===== config.mk =====
export PLATFORM = sky130hd
export DESIGN_NAME = gregorian_date_add_days
export DESIGN_NICKNAME = d
export VERILOG_FILES = /design/src/rtl/core/gda_pkg.sv /design/src/rtl/core/gda_sequencer.sv /design/src/rtl/core/gda_datapath.sv /design/src/rtl/core/gregorian_date_add_days.sv
export VERILOG_INCLUDE_DIRS = /design/src /design/src/rtl/core
export SDC_FILE = /design/constraint.sdc
export NUM_CORES = 1
export LEC_CHECK = 0
export ABC_AREA = 0
export BUFFER_PORTS_ARGS = -buffer_cell sky130_fd_sc_hd__buf_4
export CORE_ASPECT_RATIO = 1.1
export CORE_MARGIN = 4
export CORE_UTILIZATION = 50
export CTS_CLUSTER_SIZE = 28
export DETAILED_ROUTE_END_ITERATION = 12
export PLACE_DENSITY = 0.75
export SLEW_MARGIN = 20
export SYNTH_ARGS = -nofsm -noshare
export SYNTH_HDL_FRONTEND = slang
export SYNTH_SLANG_ARGS = --single-unit

===== constraint.sdc =====
create_clock -name clk -period 7 [get_ports clk]
set_input_delay 1.4 -clock clk [delete_from_list [all_inputs] [get_ports clk]]
set_output_delay 1.4 -clock clk [all_outputs]
set_load 0.1 [all_outputs]

===== src/rtl/core/gregorian_date_add_days_macros.svh =====
// Assertion macros used by the date adder's top-level RTL file.
`ifndef GREGORIAN_DATE_ADD_DAYS_MACROS_SVH
`define GREGORIAN_DATE_ADD_DAYS_MACROS_SVH

// Checks that the consequent holds in the same cycle as the antecedent.
`define GDA_ASSERT_NOW(lbl, ante, cons) \
  lbl: assert property (@(posedge clk) disable iff (!rst_n) (ante) |-> (cons)) \
    else $error("date adder: same-cycle check failed");

// Checks that the consequent holds in the cycle after the antecedent.
`define GDA_ASSERT_NEXT(lbl, ante, cons) \
  lbl: assert property (@(posedge clk) disable iff (!rst_n) (ante) |=> (cons)) \
    else $error("date adder: next-cycle check failed");

`endif


===== src/rtl/core/gda_pkg.sv =====
// Shared types, constants and calendar helpers for the Gregorian date adder.
package gda_pkg;

  // Field widths of the input and result beats.
  localparam int YEAR_W   = 14;
  localparam int MONTH_W  = 4;
  localparam int DAY_W    = 5;
  localparam int DAYS_W   = 16;
  localparam int STATUS_W = 2;

  // Calendar limits.
  localparam logic [YEAR_W-1:0]  MAX_YEAR    = YEAR_W'(9999);
  localparam logic [YEAR_W-1:0]  LEAP_CYCLE  = YEAR_W'(400);
  localparam logic [MONTH_W-1:0] LAST_MONTH  = MONTH_W'(12);
  localparam logic [MONTH_W-1:0] FIRST_MONTH = MONTH_W'(1);
  localparam logic [DAY_W-1:0]   FIRST_DAY   = DAY_W'(1);

  // Status codes.
  localparam logic [STATUS_W-1:0] STATUS_OK       = 2'd0;
  localparam logic [STATUS_W-1:0] STATUS_INVALID  = 2'd1;
  localparam logic [STATUS_W-1:0] STATUS_OVERFLOW = 2'd2;

  // Microcode operations.
  localparam int OP_W = 2;
  localparam logic [OP_W-1:0] OP_MOD   = 2'd0;
  localparam logic [OP_W-1:0] OP_CHECK = 2'd1;
  localparam logic [OP_W-1:0] OP_WALK  = 2'd2;
  localparam logic [OP_W-1:0] OP_FIN   = 2'd3;

  // Step addresses of the control store.
  localparam int PC_W = 2;
  localparam int UCODE_DEPTH = 4;
  localparam logic [PC_W-1:0] STEP_MOD   = 2'd0;
  localparam logic [PC_W-1:0] STEP_CHECK = 2'd1;
  localparam logic [PC_W-1:0] STEP_WALK  = 2'd2;
  localparam logic [PC_W-1:0] STEP_FIN   = 2'd3;

  // One control word: the operation and the target taken when its condition holds.
  typedef struct packed {
    logic [OP_W-1:0] op;
    logic [PC_W-1:0] tgt;
  } gda_uword_t;

  // Control from the sequencer to the datapath.
  typedef struct packed {
    logic            load;
    logic            step;
    logic [OP_W-1:0] op;
  } gda_ctrl_t;

  // Finished result as seen by the output register.
  typedef struct packed {
    logic [YEAR_W-1:0]   year;
    logic [MONTH_W-1:0]  month;
    logic [DAY_W-1:0]    day;
    logic [STATUS_W-1:0] status;
  } gda_res_t;

  // Month length in days; zero for a month code outside January to December.
  function automatic logic [DAY_W-1:0] month_len(input logic [MONTH_W-1:0] m,
                                                 input logic is_leap);
    logic [DAY_W-1:0] len;
    begin
      case (m)
        4'd1, 4'd3, 4'd5, 4'd7, 4'd8, 4'd10, 4'd12: len = DAY_W'(31);
        4'd4, 4'd6, 4'd9, 4'd11:                     len = DAY_W'(30);
        4'd2:                                        len = is_leap ? DAY_W'(29) : DAY_W'(28);
        default:                                     len = '0;
      endcase
      return len;
    end
  endfunction

endpackage


===== src/rtl/core/gda_sequencer.sv =====
// Step counter and control store that run the date adder's microprogram.
module gda_sequencer (
  input  logic                clk,
  input  logic                rst_n,
  input  logic                start,
  input  logic                cond,
  input  logic                out_free,
  output gda_pkg::gda_ctrl_t  ctrl,
  output logic                busy,
  output logic                done
);
  import gda_pkg::*;

  // Microprogram: reduce the year modulo 400, check the date, walk months, finish.
  localparam gda_uword_t UCODE [UCODE_DEPTH] = '{
    '{op: OP_MOD,   tgt: STEP_MOD},
    '{op: OP_CHECK, tgt: STEP_FIN},
    '{op: OP_WALK,  tgt: STEP_WALK},
    '{op: OP_FIN,   tgt: STEP_MOD}
  };

  logic [PC_W-1:0] pc_r, pc_nxt;
  logic            busy_r, busy_nxt;
  gda_uword_t      uw;

  assign uw   = UCODE[pc_r];
  assign done = busy_r && (uw.op == OP_FIN) && out_free;
  assign busy = busy_r;

  assign ctrl.load = start;
  assign ctrl.step = busy_r;
  assign ctrl.op   = uw.op;

  // Next step: jump on the condition, otherwise fall through; the finish step waits for a free output.
  always_comb begin
    pc_nxt   = pc_r;
    busy_nxt = busy_r;
    if (start) begin
      pc_nxt   = STEP_MOD;
      busy_nxt = 1'b1;
    end else if (busy_r) begin
      if (uw.op == OP_FIN) begin
        if (out_free) begin
          busy_nxt = 1'b0;
        end
      end else if (cond) begin
        pc_nxt = uw.tgt;
      end else begin
        pc_nxt = pc_r + PC_W'(1);
      end
    end
  end

  always_ff @(posedge clk) begin
    if (!rst_n) begin
      pc_r   <= STEP_MOD;
      busy_r <= 1'b0;
    end else begin
      pc_r   <= pc_nxt;
      busy_r <= busy_nxt;
    end
  end

endmodule


===== src/rtl/core/gda_datapath.sv =====
// Date registers, leap and month-length logic, and the month walk of the date adder.
module gda_datapath (
  input  logic                          clk,
  input  gda_pkg::gda_ctrl_t            ctrl,
  input  logic [gda_pkg::YEAR_W-1:0]    in_year,
  input  logic [gda_pkg::MONTH_W-1:0]   in_month,
  input  logic [gda_pkg::DAY_W-1:0]     in_day,
  input  logic [gda_pkg::DAYS_W-1:0]    in_days,
  output logic                          cond,
  output gda_pkg::gda_res_t             res
);
  import gda_pkg::*;

  logic [YEAR_W-1:0]  y_r, y_nxt;
  logic [YEAR_W-1:0]  rem_r, rem_nxt;
  logic [MONTH_W-1:0] m_r, m_nxt;
  logic [DAY_W-1:0]   d_r, d_nxt;
  logic [DAYS_W-1:0]  n_r, n_nxt;
  logic               bad_r, bad_nxt;

  logic               is_leap;
  logic [DAY_W-1:0]   len;
  logic [DAYS_W:0]    sum;
  logic               fits;
  logic               invalid;
  logic [DAY_W-1:0]   used;
  logic [YEAR_W-1:0]  rem_inc;

  // Leap test from the year modulo 400: divisible by 4, and not 100, 200 or 300.
  assign is_leap = (rem_r[1:0] == 2'b00) && (rem_r != YEAR_W'(100)) &&
                   (rem_r != YEAR_W'(200)) && (rem_r != YEAR_W'(300));
  assign len     = month_len(m_r, is_leap);
  assign sum     = {{(DAYS_W + 1 - DAY_W){1'b0}}, d_r} + {1'b0, n_r};
  assign fits    = sum <= {{(DAYS_W + 1 - DAY_W){1'b0}}, len};
  assign invalid = (y_r == '0) || (y_r > MAX_YEAR) || (m_r == '0) ||
                   (m_r > LAST_MONTH) || (d_r == '0) || (d_r > len);
  // Days consumed when leaving the current month.
  assign used    = len - d_r + DAY_W'(1);
  assign rem_inc = (rem_r == LEAP_CYCLE - YEAR_W'(1)) ? '0 : rem_r + YEAR_W'(1);

  // Branch condition for the sequencer.
  always_comb begin
    case (ctrl.op)
      OP_MOD:   cond = rem_r >= LEAP_CYCLE;
      OP_CHECK: cond = invalid;
      OP_WALK:  cond = !fits;
      default:  cond = 1'b0;
    endcase
  end

  // Register updates for each operation.
  always_comb begin
    y_nxt   = y_r;
    rem_nxt = rem_r;
    m_nxt   = m_r;
    d_nxt   = d_r;
    n_nxt   = n_r;
    bad_nxt = bad_r;
    if (ctrl.load) begin
      y_nxt   = in_year;
      rem_nxt = in_year;
      m_nxt   = in_month;
      d_nxt   = in_day;
      n_nxt   = in_days;
      bad_nxt = 1'b0;
    end else if (ctrl.step) begin
      case (ctrl.op)
        OP_MOD: begin
          if (rem_r >= LEAP_CYCLE) begin
            rem_nxt = rem_r - LEAP_CYCLE;
          end
        end
        OP_CHECK: begin
          bad_nxt = invalid;
        end
        OP_WALK: begin
          if (fits) begin
            d_nxt = sum[DAY_W-1:0];
            n_nxt = '0;
          end else begin
            n_nxt = n_r - {{(DAYS_W - DAY_W){1'b0}}, used};
            d_nxt = FIRST_DAY;
            if (m_r == LAST_MONTH) begin
              m_nxt   = FIRST_MONTH;
              y_nxt   = y_r + YEAR_W'(1);
              rem_nxt = rem_inc;
            end else begin
              m_nxt = m_r + MONTH_W'(1);
            end
          end
        end
        default: begin
        end
      endcase
    end
  end

  always_ff @(posedge clk) begin
    y_r   <= y_nxt;
    rem_r <= rem_nxt;
    m_r   <= m_nxt;
    d_r   <= d_nxt;
    n_r   <= n_nxt;
    bad_r <= bad_nxt;
  end

  // Final result; the date fields are zero whenever the status is not OK.
  always_comb begin
    res = '0;
    if (bad_r) begin
      res.status = STATUS_INVALID;
    end else if (y_r > MAX_YEAR) begin
      res.status = STATUS_OVERFLOW;
    end else begin
      res.status = STATUS_OK;
      res.year   = y_r;
      res.month  = m_r;
      res.day    = d_r;
    end
  end

endmodule


===== src/rtl/core/gregorian_date_add_days.sv =====
// Top level of the Gregorian date adder: sequencer, datapath and output register.
//
//   Channel  Direction  Handshake            Beat contents
//   in_      input      in_valid / in_stall  start_year, start_month, start_day, days_to_add
//   out_     output     out_valid / out_stall result_year, result_month, result_day, status
//
// An item reduces the year modulo 400 by repeated subtraction (at most 40 times, for the
// largest year code), checks the date, then walks month by month until the days fit
// (about 2155 months for 65535 days). An invalid start date skips the walk.
// Reset clears the sequencer and the output valid flag; no clearing pass is needed.
// A finished result waits in the output register while out_stall is high, and the next
// item can be taken during that wait; its last step holds until the register is free.
`include "gregorian_date_add_days_macros.svh"
module gregorian_date_add_days (
  input  logic                            clk,
  input  logic                            rst_n,
  input  logic                            in_valid,
  output logic                            in_stall,
  input  logic [gda_pkg::YEAR_W-1:0]      in_start_year,
  input  logic [gda_pkg::MONTH_W-1:0]     in_start_month,
  input  logic [gda_pkg::DAY_W-1:0]       in_start_day,
  input  logic [gda_pkg::DAYS_W-1:0]      in_days_to_add,
  output logic                            out_valid,
  input  logic                            out_stall,
  output logic [gda_pkg::YEAR_W-1:0]      out_result_year,
  output logic [gda_pkg::MONTH_W-1:0]     out_result_month,
  output logic [gda_pkg::DAY_W-1:0]       out_result_day,
  output logic [gda_pkg::STATUS_W-1:0]    out_status
);
  import gda_pkg::*;

  gda_ctrl_t ctrl;
  gda_res_t  res;
  gda_res_t  res_r;
  logic      cond;
  logic      busy;
  logic      done;
  logic      start;
  logic      out_free;
  logic      out_valid_r, out_valid_nxt;

  // A new beat is taken whenever the sequencer is idle.
  assign in_stall = busy;
  assign start    = in_valid && !busy;
  assign out_free = !out_valid_r || !out_stall;

  gda_sequencer u_seq (
    .clk      (clk),
    .rst_n    (rst_n),
    .start    (start),
    .cond     (cond),
    .out_free (out_free),
    .ctrl     (ctrl),
    .busy     (busy),
    .done     (done)
  );

  gda_datapath u_dp (
    .clk      (clk),
    .ctrl     (ctrl),
    .in_year  (in_start_year),
    .in_month (in_start_month),
    .in_day   (in_start_day),
    .in_days  (in_days_to_add),
    .cond     (cond),
    .res      (res)
  );

  // Output register: loaded at the last step, emptied when the beat is taken.
  always_comb begin
    out_valid_nxt = out_valid_r;
    if (done) begin
      out_valid_nxt = 1'b1;
    end else if (!out_stall) begin
      out_valid_nxt = 1'b0;
    end
  end

  always_ff @(posedge clk) begin
    if (!rst_n) begin
      out_valid_r <= 1'b0;
    end else begin
      out_valid_r <= out_valid_nxt;
    end
  end

  always_ff @(posedge clk) begin
    if (done) begin
      res_r <= res;
    end
  end

  assign out_valid        = out_valid_r;
  assign out_result_year  = res_r.year;
  assign out_result_month = res_r.month;
  assign out_result_day   = res_r.day;
  assign out_status       = res_r.status;

  // An error result carries an all-zero date.
  `GDA_ASSERT_NOW(a_err_zero, out_valid_r && (res_r.status != STATUS_OK),
                  (res_r.year == '0) && (res_r.month == '0) && (res_r.day == '0))

  // A good result is a plausible date within four-digit years.
  `GDA_ASSERT_NOW(a_ok_range, out_valid_r && (res_r.status == STATUS_OK),
                  (res_r.year != '0) && (res_r.year <= MAX_YEAR) &&
                  (res_r.month >= FIRST_MONTH) && (res_r.month <= LAST_MONTH) &&
                  (res_r.day != '0))

  // An accepted beat starts the microprogram.
  `GDA_ASSERT_NEXT(a_start_busy, in_valid && !in_stall, busy)

  // The last step always leaves a result waiting at the output.
  `GDA_ASSERT_NEXT(a_done_valid, done, out_valid_r)

endmodule


# Yosys cells after proc, flatten, opt, wreduce, memory -nomap -nowiden
# Index checks and enable logic that the tools add are counted.
# W data, S select, Z words.
[totals]
register_bits = 83
inputBits = 43
output_inout_bits = 27
wordCells = 129
[classes]
n_addsub = 9
magnitude_cmp = 6
eq_ne = 24
mux = 39
bitwise = 3
reduce_logical = 35
[op_table]
columns = ["operator", "count"]
rows = [
  ["$mux W14", 11],
  ["$mux W16", 4],
  ["$add A14 B1 Y14 const B", 2],
  ["$mux W4", 7],
  ["$pmux W14 S2", 1],
  ["$eq A4 B4 Y1 const B", 5],
  ["$mux W5", 4],
  ["$add A5 B16 Y17", 1],
  ["$le A17 B5 Y1", 1],
  ["$eq A4 B3 Y1 const B", 4],
  ["$sub A16 B5 Y16", 1],
  ["$pmux W5 S3", 1],
  ["$eq A14 B9 Y1 const B", 1],
  ["$ge A14 B9 Y1 const B", 1],
  ["$gt A14 B14 Y1 const B", 1],
  ["$logic_not A14 Y1", 1],
  ["$ne A14 B7 Y1 const B", 1],
  ["$ne A14 B8 Y1 const B", 1],
  ["$ne A14 B9 Y1 const B", 1],
  ["$sub A14 B9 Y14 const B", 1],
  ["$bmux W4 S2", 1],
  ["$eq A4 B2 Y1 const B", 2],
  ["$mux W1", 7],
  ["$reduce_or A7 Y1", 1],
  ["32 further kinds", 55],
]

# Depth between registers and ports, before layout
# Gate-level depths: netlist (run 1).
[logic_depth]
depth_word = 13
ltp_mapped = 21
depth_no_buf = 21

# Hierarchy
# A second synthesis (run 1) with hierarchy kept.
[hier_totals]
hier_cells = 575
area_unflattened_um2 = 5780.5
[by_module_without_submodules]
columns = ["mod", "instances", "cells_per_inst", "area_per_inst_um2", "seq_area_each_um2"]
rows = [
  ["gda_datapath", 1, 527, 4822.1, 1611.5],
  ["gregorian_date_add_days", 1, 30, 792.0, 770.7],
  ["gda_sequencer", 1, 18, 166.4, 60.1],
]

# Worst setup path before layout (run 1)
# Ideal clock, no wire load.
[synth_path]
kind = "register to register"
startpoint = "reg u_dp.rem_r[9]"
endpoint = "reg u_dp.n_r[11], data pin"
setup_ps = 256
arrival_ps = 4019
required_ps = 6744
path_slack_ps = 2725
stages_incl_launch_ff = 18
path_buffers = 1
period_less_slack_ps = 4275
cell_sequence = "edfxtp_1 > buf_6 > or4_4 > or2_4 > o2111ai_1 > o211ai_1 > ha_1 > ha_1 > inv_1 > fa_1 > ha_1 > o21ai_0 > a21oi_1 > o21ai_0 > nand3_1 > or3_1 > xnor2_1 > a22o_1"
[synth_via]
elab_chain_cells = 13
elab_cells_between_ends = 16
cone_classes = "add/sub (3); order compare (1); eq/ne (3); mux (6); reduce/logical (3)"
[synth_lines]
columns = ["item", "line_no", "rtl"]
rows = [
  ["start, declared", "gda_datapath.sv:15", "logic [YEAR_W-1:0] rem_r, rem_nxt;"],
  ["start signal, assigned", "gda_datapath.sv:100", "rem_r <= rem_nxt;"],
  ["$ne A14 B7 Y1", "gda_datapath.sv:30", "assign is_leap = (rem_r[1:0] == 2'b00) && (rem_r != YEAR_W'(100)) &&"],
  ["$logic_and A1 B1 Y1 (2 in a row)", "gda_datapath.sv:30", ""],
  ["$logic_and A1 B1 Y1 (*)", "gda_datapath.sv:31", "(rem_r != YEAR_W'(200)) && (rem_r != YEAR_W'(300));"],
  ["$mux W1 (*)", "gda_pkg.sv:67", "4'd2: len = is_leap ? DAY_W'(29) : DAY_W'(28);"],
  ["$pmux W5 S3 (*)", "gda_pkg.sv:64", "case (m)"],
  ["$sub A5 B5 Y5", "gda_datapath.sv:38", "assign used = len - d_r + DAY_W'(1);"],
  ["$add A5 B1 Y5", "gda_datapath.sv:38", ""],
  ["$sub A16 B5 Y16", "gda_datapath.sv:81", "n_nxt = n_r - {{(DAYS_W - DAY_W){1'b0}}, used};"],
  ["$mux W16 (*)", "gda_datapath.sv:77", "if (fits) begin"],
  ["$mux W16 (*)", "gda_datapath.sv:67", "case (ctrl.op)"],
  ["$mux W16 (*)", "gda_datapath.sv:66", "end else if (ctrl.step) begin"],
  ["$mux W16 (*)", "gda_datapath.sv:59", "if (ctrl.load) begin"],
  ["named net u_dp.n_nxt[11]", "gda_datapath.sv:18", "logic [DAYS_W-1:0] n_r, n_nxt;"],
  ["end signal, assigned", "gda_datapath.sv:103", "n_r <= n_nxt;"],
  ["end, declared", "gda_datapath.sv:18", ""],
]
# The timed path passes the listed nets; every way through them passes the cells marked *. The select of a mux whose other input is x is not followed.
# A chain may end at the register's enable or synchronous reset.

# Final worst setup path (run 1)
[layout_path]
startpoint = "reg u_dp.m_r[0]"
endpoint = "reg u_dp.rem_r[11], enable pin"
[layout_via]
elab_chain_cells = 6
elab_cells_between_ends = 19
cone_classes = "order compare (1); eq/ne (14); mux (1); reduce/logical (3)"
[layout_lines]
columns = ["item", "line_no", "rtl"]
rows = [
  ["start, declared", "gda_datapath.sv:16", "logic [MONTH_W-1:0] m_r, m_nxt;"],
  ["start signal, assigned", "gda_datapath.sv:101", "m_r <= m_nxt;"],
  ["$eq A4 B1 Y1, or another cell as far along", "gda_pkg.sv:64", ""],
  ["$reduce_or A7 Y1 / $reduce_or A4 Y1 (equally long branches)", "gda_pkg.sv:64", ""],
  ["$pmux W5 S3", "gda_pkg.sv:64", ""],
  ["$le A17 B5 Y1", "gda_datapath.sv:34", "assign fits = sum <= {{(DAYS_W + 1 - DAY_W){1'b0}}, len};"],
  ["$ne A3 B3 Y1 (no line)", "n/a", ""],
  ["$reduce_and A5 Y1 (no line) (*)", "n/a", ""],
]
# Every way passes the cells marked *; elsewhere a longest branch is shown, timed or not.

==> results of run 1 <==
[sequential cells by signal, indices dropped and copies added (netlist names)]
| register | count |
|---|---|
| u_seq.pc_r | 2 |
| out_result_month | 4 |
| u_dp.m_r | 4 |
| out_valid | 1 |
| out_status | 2 |
| u_dp.bad_r | 1 |
| u_dp.n_r | 16 |
| u_dp.rem_r | 14 |
| out_result_year | 14 |
| u_dp.d_r | 5 |
| out_result_day | 5 |
| u_dp.y_r | 14 |
| u_seq.busy | 1 |
[stage by stage]
step / setup WS [ps] / hold WS (ps) / instance area (um^2) / power (mW) / std cells
after floorplan: 2725 / 453.4 / 5654 / 1.061 / 583
after global placement: 2394 / 481.8 / 6271 / 1.163 / 776
after detailed placement: 2236 / 496.3 / 6271 / 1.180 / 776
after CTS: 2212 / 505.5 / 6548 / 1.635 / 792
after global routing: 1592 / 530.2 / 6560 / 1.736 / 792
final: 2185 / 505.1 / 6560 / 1.629 / 792
[kinds of logic (layout without fill, tap and decap cells)]
kind of cell,count (synthesis),count (layout),share of synthesized area (%)
muxes,7,7,1.372
and+or+nand+nor,214,214,18.81
buffers and inverters,65,127,4.780
DFF,83,83,43.20
adders and majority gates,47,47,10.93
AOI/OAI and AO/OA,127,127,14.72
xor gates and xnor gates,40,40,6.196
[routing by layer]
layer,GRT usage [%],part of all wire [%],vias up
li1,-,-,2211
met1,27.01,44,2029
met2,33.47,48,159
met3,3.658,5.6,26
met4,6.937,2.1,0
met5,0,0,-
[worst min-delay path, stage by stage (launching register included)]
cell and delay [ps]:
sky130_fd_sc_hd__dfxtp_1 330, sky130_fd_sc_hd__nand2_1 60, sky130_fd_sc_hd__a21boi_0 60
[worst paths after layout]
check,from,endpoint,cells past startpoint,slack [ps]
setup / recovery,u_dp.m_r[0],u_dp.rem_r[11],17,2190
setup reg to reg,u_dp.m_r[0],u_dp.rem_r[11],17,2190
hold / removal,out_valid,out_valid,2,510
hold reg to reg,out_valid,out_valid,2,510
[final cells by class]
class	count	area share (%)
Multi-Input combinational cell	435	45.28
Sequential cell	83	37.23
Timing Repair Buffer	72	8.240
Clock buffer	10	3.490
Tap cell	147	2.804
Inverter	39	2.232
Clock inverter	6	0.7248
[synth_stat cells (all sizes together), types with 4 or more instances]
cell | n | share of area [%]
o211ai | 4 | 0.53
clkbuf | 18 | 1.2
o31ai | 12 | 1.6
xnor2 | 21 | 3.3
nand2b | 6 | 0.66
nand3 | 24 | 2.1
and2 | 24 | 2.7
nand2 | 63 | 4.2
nor4 | 7 | 1.0
edfxtp | 78 | 41
nor3 | 11 | 0.97
buf | 8 | 0.97
xor2 | 19 | 2.9
nor2b | 7 | 0.77
nand4 | 6 | 0.66
dfxtp | 5 | 1.8
a22o | 6 | 0.93
a31oi | 9 | 1.0
a21oi | 30 | 2.7
fa | 4 | 1.4
o21ai | 40 | 3.9
mux2i | 4 | 0.71
ha | 43 | 9.5
and3 | 5 | 0.55
inv | 39 | 2.6
nor2 | 48 | 3.2
[power by group through the flow]
| stage | Clock [mW] | Sequential, mW | Combinational (mW) |
|---|---|---|---|
| finish | 0.449 | 0.671 | 0.509 |
| global route | 0.478 | 0.677 | 0.580 |
| CTS | 0.458 | 0.669 | 0.508 |
| detailed placement | 0 | 0.679 | 0.502 |
| global placement | 0 | 0.676 | 0.487 |
| floorplan | 0 | 0.651 | 0.410 |
==> metrics.log, run 1 <==
[metrics] status: finished, final reports clean
[metrics] Seq cells post-synth: 83
[metrics] shortest period the worst path allows: 4815 ps
[metrics] worst-case headroom to the max-slew limit: 36.57%
[metrics] number of buffers added for setup after CTS: 0
[metrics] number of antenna violations at the first check in global routing: 0
[metrics] list of cells traversed by the critical path: inv_1 -> ha_1 -> or3_1 -> a21oi_1 -> a21oi_1 -> inv_1 -> nand2_1 -> inv_1 -> ha_1 -> a21oi_1 -> a21boi_0 -> o32ai_1 -> o311ai_0 -> nor4_1 -> and3_1 -> o21ai_0 -> a31o_2
[metrics] post-detailed-route via-to-cell ratio: 5.587
[metrics] unrepaired setup endpoints after global routing: false
[metrics] utilization of the core after routing: 59.58%
[metrics] CTS max path bufs: 2
[metrics] power density over the cells: 248.3 nW/um^2
[metrics] fraction of layout cells with a size suffix above 1: 16.90%
[metrics] Root Buffer Master: sky130_fd_sc_hd__clkbuf_16
[metrics] drt first-iter violations: 318
[metrics] ys flop type: sky130_fd_sc_hd__edfxtp_1
[metrics] power spent charging and discharging nets: 0.5437 mW
[metrics] CP delay by family, top: simple AND/OR/NAND/NOR gates
[metrics] crit path DAT: 4900 ps
[metrics] Worst Path Required: 7080 ps
[metrics] gate count after technology mapping: 583
[metrics] Sinks on Clock Net: 83
[metrics] total vias in the final route: 4,425
[metrics] Internal Dissipation: 1.085 mW
[metrics] maximum number of pins on one net before global-route repair: 41
[metrics] switching portion of total power: 33.38%
[metrics] final routed wirelength across all metal layers: 12,800 um
[metrics] largest stage delay on the critical path: 800 ps
[metrics] clock latency on the worst-skew pair: 350 ps
[metrics] Clk pin slew, worst setup/hold paths: 60 ps
[metrics] placed wire-length estimate: 9376 um
[metrics] height of the chip: 119.5 um
[metrics] clock tree from TritonCTS: built
[metrics] first-pass GRT wire length: 21,130 um
[metrics] average detailed-routed wire length per instance: 16.16 um
[metrics] number of max-slew violations in the final report: 0
[metrics] most common library cell in the layout ignoring fill and taps: sky130_fd_sc_hd__edfxtp_1
[metrics] Die W: 109.4 um
[metrics] number of buffers and inverters on the critical path: 3
[metrics] number of buffer cells added on primary ports: 69
[metrics] sequential cell fraction of total power: 41.2%
[metrics] launching element type of the critical path: flop
[metrics] layout overhead on the synthesized area: 16.02%
[metrics] Comb pwr share: 31.3%
[metrics] gp weighted congestion: 0.8569
[metrics] number of distinct library cells after synthesis: 63
[metrics] number of global-route vias before repair: 4,428
[metrics] number of antenna cells inserted: 0
[metrics] row cnt: 40
[metrics] Filler cells: 947
[metrics] drc violations: 0
[metrics] crit path max fanout: 21
[metrics] transition time at the pin with the least slew margin: 949.2 ps
[metrics] class of the tightest hold or removal check: reg2reg
[metrics] FF/Latch Area: 2442 um^2
[metrics] drt pass-1 iters: 5
[metrics] clock network fraction of total power: 27.6%
[metrics] setup_tns: 0 ps
[metrics] starting utilization of the core area: 51.35%
[metrics] Synth Area per Inst: 9.698 um^2
[metrics] commonest cells after routing, fill and taps aside: sky130_fd_sc_hd__edfxtp_1 (78), sky130_fd_sc_hd__buf_4 (72), sky130_fd_sc_hd__nand2_1 (62)
[metrics] category of the worst setup path capture point: flop
[metrics] area of the core: 11,010 um^2
[metrics] async set-reset flop share out of synthesis: 0%
[metrics] maxcap violations: 0
[metrics] fraction of the yosys area taken by sequential cells: 43.20%
[metrics] number of resized instances in the post-cts repair step: 0
[metrics] net count of the finished layout: 730
[metrics] worst-case clock skew: 5.735 ps
[metrics] die footprint: 13,080 um^2
[metrics] warning count from the yosys run: 0
[metrics] netlist area before placement: 5654 um^2
[metrics] total routing resource utilization after global routing: 20.38%
[metrics] top achievable clock speed: 207.7 MHz
[metrics] area taken by multi-input logic gates: 2970 um^2
[metrics] post-synthesis net count: 673
[metrics] maximum VDD drop: 0.1674 mV
[metrics] critical setup path kind: reg2reg
[metrics] grt ovf: 0
[metrics] slowest cell on the critical path: sky130_fd_sc_hd__and3_1
[metrics] number of synthesized flops with an enable pin: 78
[metrics] # H-tree levels: 3
[metrics] ANT nets after route: 0
[metrics] final hold violation count: 0
[metrics] number of ports placed on the die boundary: 70
[metrics] number of buffers created by CTS: 9
[metrics] final worst-path cycle share: 68.78%
[metrics] Static Leak: 2.577 nW
[metrics] count of endpoints failing setup in the final report: 0
[metrics] number of buffers inserted by hold repair at cts: 0
(Power assumes the default switching activity.)
==> inputs of run 2 (changes only) <==
--- a/config.mk
+++ b/config.mk
@@ -13,7 +13,7 @@
 export CORE_UTILIZATION = 50
 export CTS_CLUSTER_SIZE = 28
 export DETAILED_ROUTE_END_ITERATION = 12
-export PLACE_DENSITY = 0.75
+export PLACE_DENSITY = 0.78
 export SLEW_MARGIN = 20
 export SYNTH_ARGS = -nofsm -noshare
 export SYNTH_HDL_FRONTEND = slang
==> constraint.sdc (replaced) <==
create_clock -name clk -period 4.2 [get_ports clk]
set_input_delay 0.84 -clock clk [delete_from_list [all_inputs] [get_ports clk]]
set_output_delay 0.84 -clock clk [all_outputs]
set_load 0.1 [all_outputs]
==> metrics.log, run 2 (synthesis gave the netlist of run 1 again) <==
[metrics] critical setup path kind: reg2reg
[metrics] power spent charging and discharging nets: 0.9857 mW
[metrics] Internal Dissipation: 1.925 mW
[metrics] post-detailed-route via-to-cell ratio: 5.702
[metrics] layout overhead on the synthesized area: 22.88%
[metrics] post-placement worst setup slack: -71.61 ps
[metrics] CTS max path bufs: 2
[metrics] shortest period the worst path allows: 4139 ps
[metrics] height of the chip: 119.5 um
[metrics] final setup margin: 60.75 ps
[metrics] total vias in the final route: 4,704
[metrics] fraction of layout cells with a size suffix above 1: 24.93%
[metrics] drt first-iter violations: 394
[metrics] most repeated library cell on the critical path: sky130_fd_sc_hd__ha_4
[metrics] number of flip-flops in the largest register: 16
[metrics] number of antenna violations at the first check in global routing: 0
[metrics] status: finished, final reports clean
[metrics] row cnt: 40
[metrics] number of buffers created by CTS: 9
[metrics] register containing the most flip-flops in the final layout: u_dp.n_r
[metrics] ANT nets after route: 0
[metrics] # H-tree levels: 3
[metrics] switching portion of total power: 33.87%
[metrics] category of the worst setup path capture point: flop
[metrics] number of buffers inserted by hold repair at cts: 0
[metrics] most common library cell in the layout ignoring fill and taps: sky130_fd_sc_hd__buf_4
[metrics] final routed wirelength across all metal layers: 13,630 um
[metrics] flop-to-flop setup slack: 60 ps
[metrics] sequential cell fraction of total power: 38.0%
[metrics] start point of the critical path: u_dp.rem_r[11]
[metrics] final hold violation count: 0
[metrics] gp weighted congestion: 0.8706
[metrics] total routing resource utilization after global routing: 20.53%
[metrics] largest stage delay on the critical path: 550 ps
[metrics] launching element type of the critical path: flop
[metrics] instance count after placement with tap cells included: 797
[metrics] class of the tightest hold or removal check: reg2reg
[metrics] setup_tns: 0 ps
[metrics] Post-Layout Cell Count: 825
[metrics] power density over the cells: 418.9 nW/um^2
[metrics] number of max-slew violations in the final report: 0
[metrics] crit path DAT: 4240 ps
[metrics] starting utilization of the core area: 51.35%
[metrics] final worst-path cycle share: 98.55%
[metrics] clock network fraction of total power: 25.7%
[metrics] crit path max fanout: 3
[metrics] placed wire-length estimate: 9724 um
[metrics] Worst Path Required: 4300 ps
[metrics] commonest cells after routing, fill and taps aside: sky130_fd_sc_hd__buf_4 (103), sky130_fd_sc_hd__edfxtp_1 (78), sky130_fd_sc_hd__nand2_1 (61)
[metrics] slowest cell on the critical path: sky130_fd_sc_hd__or4_4
[metrics] list of cells traversed by the critical path: or4_4 -> or2_4 -> o2111ai_2 -> o211ai_1 -> ha_2 -> ha_4 -> inv_2 -> fa_2 -> ha_4 -> o21ai_4 -> a21oi_2 -> o21ai_2 -> nand3_1 -> or3_1 -> xnor2_1 -> a22o_1
[metrics] maximum VDD drop: 0.2287 mV
[metrics] average detailed-routed wire length per instance: 16.52 um
[metrics] Comb pwr share: 36.3%
[metrics] Clk pin slew, worst setup/hold paths: 70 ps
[metrics] drc violations: 0
[metrics] drt pass-1 iters: 8
[metrics] number of antenna cells inserted: 0
[metrics] startpoint of the worst hold path: out_valid
[metrics] number of global-route vias before repair: 4,379
[metrics] Sinks on Clock Net: 83
[metrics] number of buffer cells added on primary ports: 69
[metrics] maxcap violations: 0
[metrics] worst-case headroom to the max-slew limit: 34.07%
[metrics] worst-case clock skew: 10.32 ps
[metrics] transition time at the pin with the least slew margin: 988.9 ps
[metrics] clock tree from TritonCTS: built
[metrics] maximum number of pins on one net before global-route repair: 35
[metrics] die footprint: 13,080 um^2
[metrics] Die W: 109.4 um
[metrics] count of endpoints failing setup in the final report: 0
[metrics] number of ports placed on the die boundary: 70
[metrics] top achievable clock speed: 241.6 MHz
[metrics] unrepaired setup endpoints after global routing: true
[metrics] Design Power: 2.911 mW
[metrics] FF-to-FF Start: u_dp.rem_r[11]
[metrics] net count of the finished layout: 763
[metrics] Filler cells: 877
[metrics] area of the core: 11,010 um^2
[metrics] first-pass GRT wire length: 21,410 um
[metrics] clock latency on the worst-skew pair: 340 ps
[metrics] Root Buffer Master: sky130_fd_sc_hd__clkbuf_16
[metrics] grt ovf: 0
[metrics] Static Leak: 2.730 nW
run 2: cell types whose count changed in the layout (fill, tap and decap cells not counted), moves of 4 or more:
cell / before / now
sky130_fd_sc_hd__buf_4: 72 / 103
sky130_fd_sc_hd__inv_1: 39 / 33
sky130_fd_sc_hd__o21ai_0: 37 / 33
sky130_fd_sc_hd__inv_2: 0 / 6
sky130_fd_sc_hd__ha_1: 43 / 35
sky130_fd_sc_hd__ha_4: 0 / 5
run 2: worst max-delay path: cells and delay by family, from the launching register on:
kind	cells	cell delay, ps
and+or+nand+nor	4	1320
adders and majority gates	4	1140
AOI/OAI and AO/OA	6	850
DFF	1	390
xor gates and xnor gates	1	140
buffers and inverters	1	50
run 2: per-layer routing:
metal	global-route usage [%]	wire length, um	up-vias
met5	0	0	-
met3	2.851	889	29
met2	33.51	6591	184
met1	27.72	5845	2209
met4	7.405	298	0
li1	-	-	2282
run 2: worst paths after layout:
| check | end | cells after the start |
|---|---|---|
| min reg2reg | out_valid | 2 |
| max reg2reg | u_dp.n_r[11] | 16 |
| min | out_valid | 2 |
| max | u_dp.n_r[11] | 16 |
run 2: cell type report:
class	instances	area, um^2	area share, %
flip-flops and latches	83	2442	35.15
inverters	39	146.4	2.107
well taps	147	183.9	2.647
multi-input cells	436	3114	44.82
clock inverters	6	47.55	0.6843
clock buffers	10	229.0	3.296
repair buffers	104	784.5	11.29
run 2: power by group through the flow:
stage          Sequential [mW]  Clock (mW)  Combinational [mW]
5_1_grt                   1.12       0.794                1.16
3_3_place_gp              1.11           0               0.869
6_report                  1.11       0.748                1.06
3_5_place_dp              1.12           0               0.906
2_1_floorplan             1.09           0               0.692
4_1_cts                   1.10       0.752               0.932
run 2: per-stage QoR:
| stage | cell area (um^2) | utilization (%) | hold slack [ps] |
|---|---|---|---|
| after floorplan | 5667 | - | 453.4 |
| after detailed placement | 6450 | 58.58 | 505.2 |
| after global placement | 6441 | 58.50 | 507.8 |
| after global routing | 6948 | 63.10 | 548.1 |
| after CTS | 6749 | 61.30 | 519.6 |
| final | 6948 | 63.10 | 529.2 |
run 2: timing repair:
action | in CTS | in global routing
gates cloned | 0 | 1
endpoints found under the setup margin | 15 | 54
gates resized for setup | 2 | 35
setup buffers | 2 | 9
pin swaps | 2 | 21
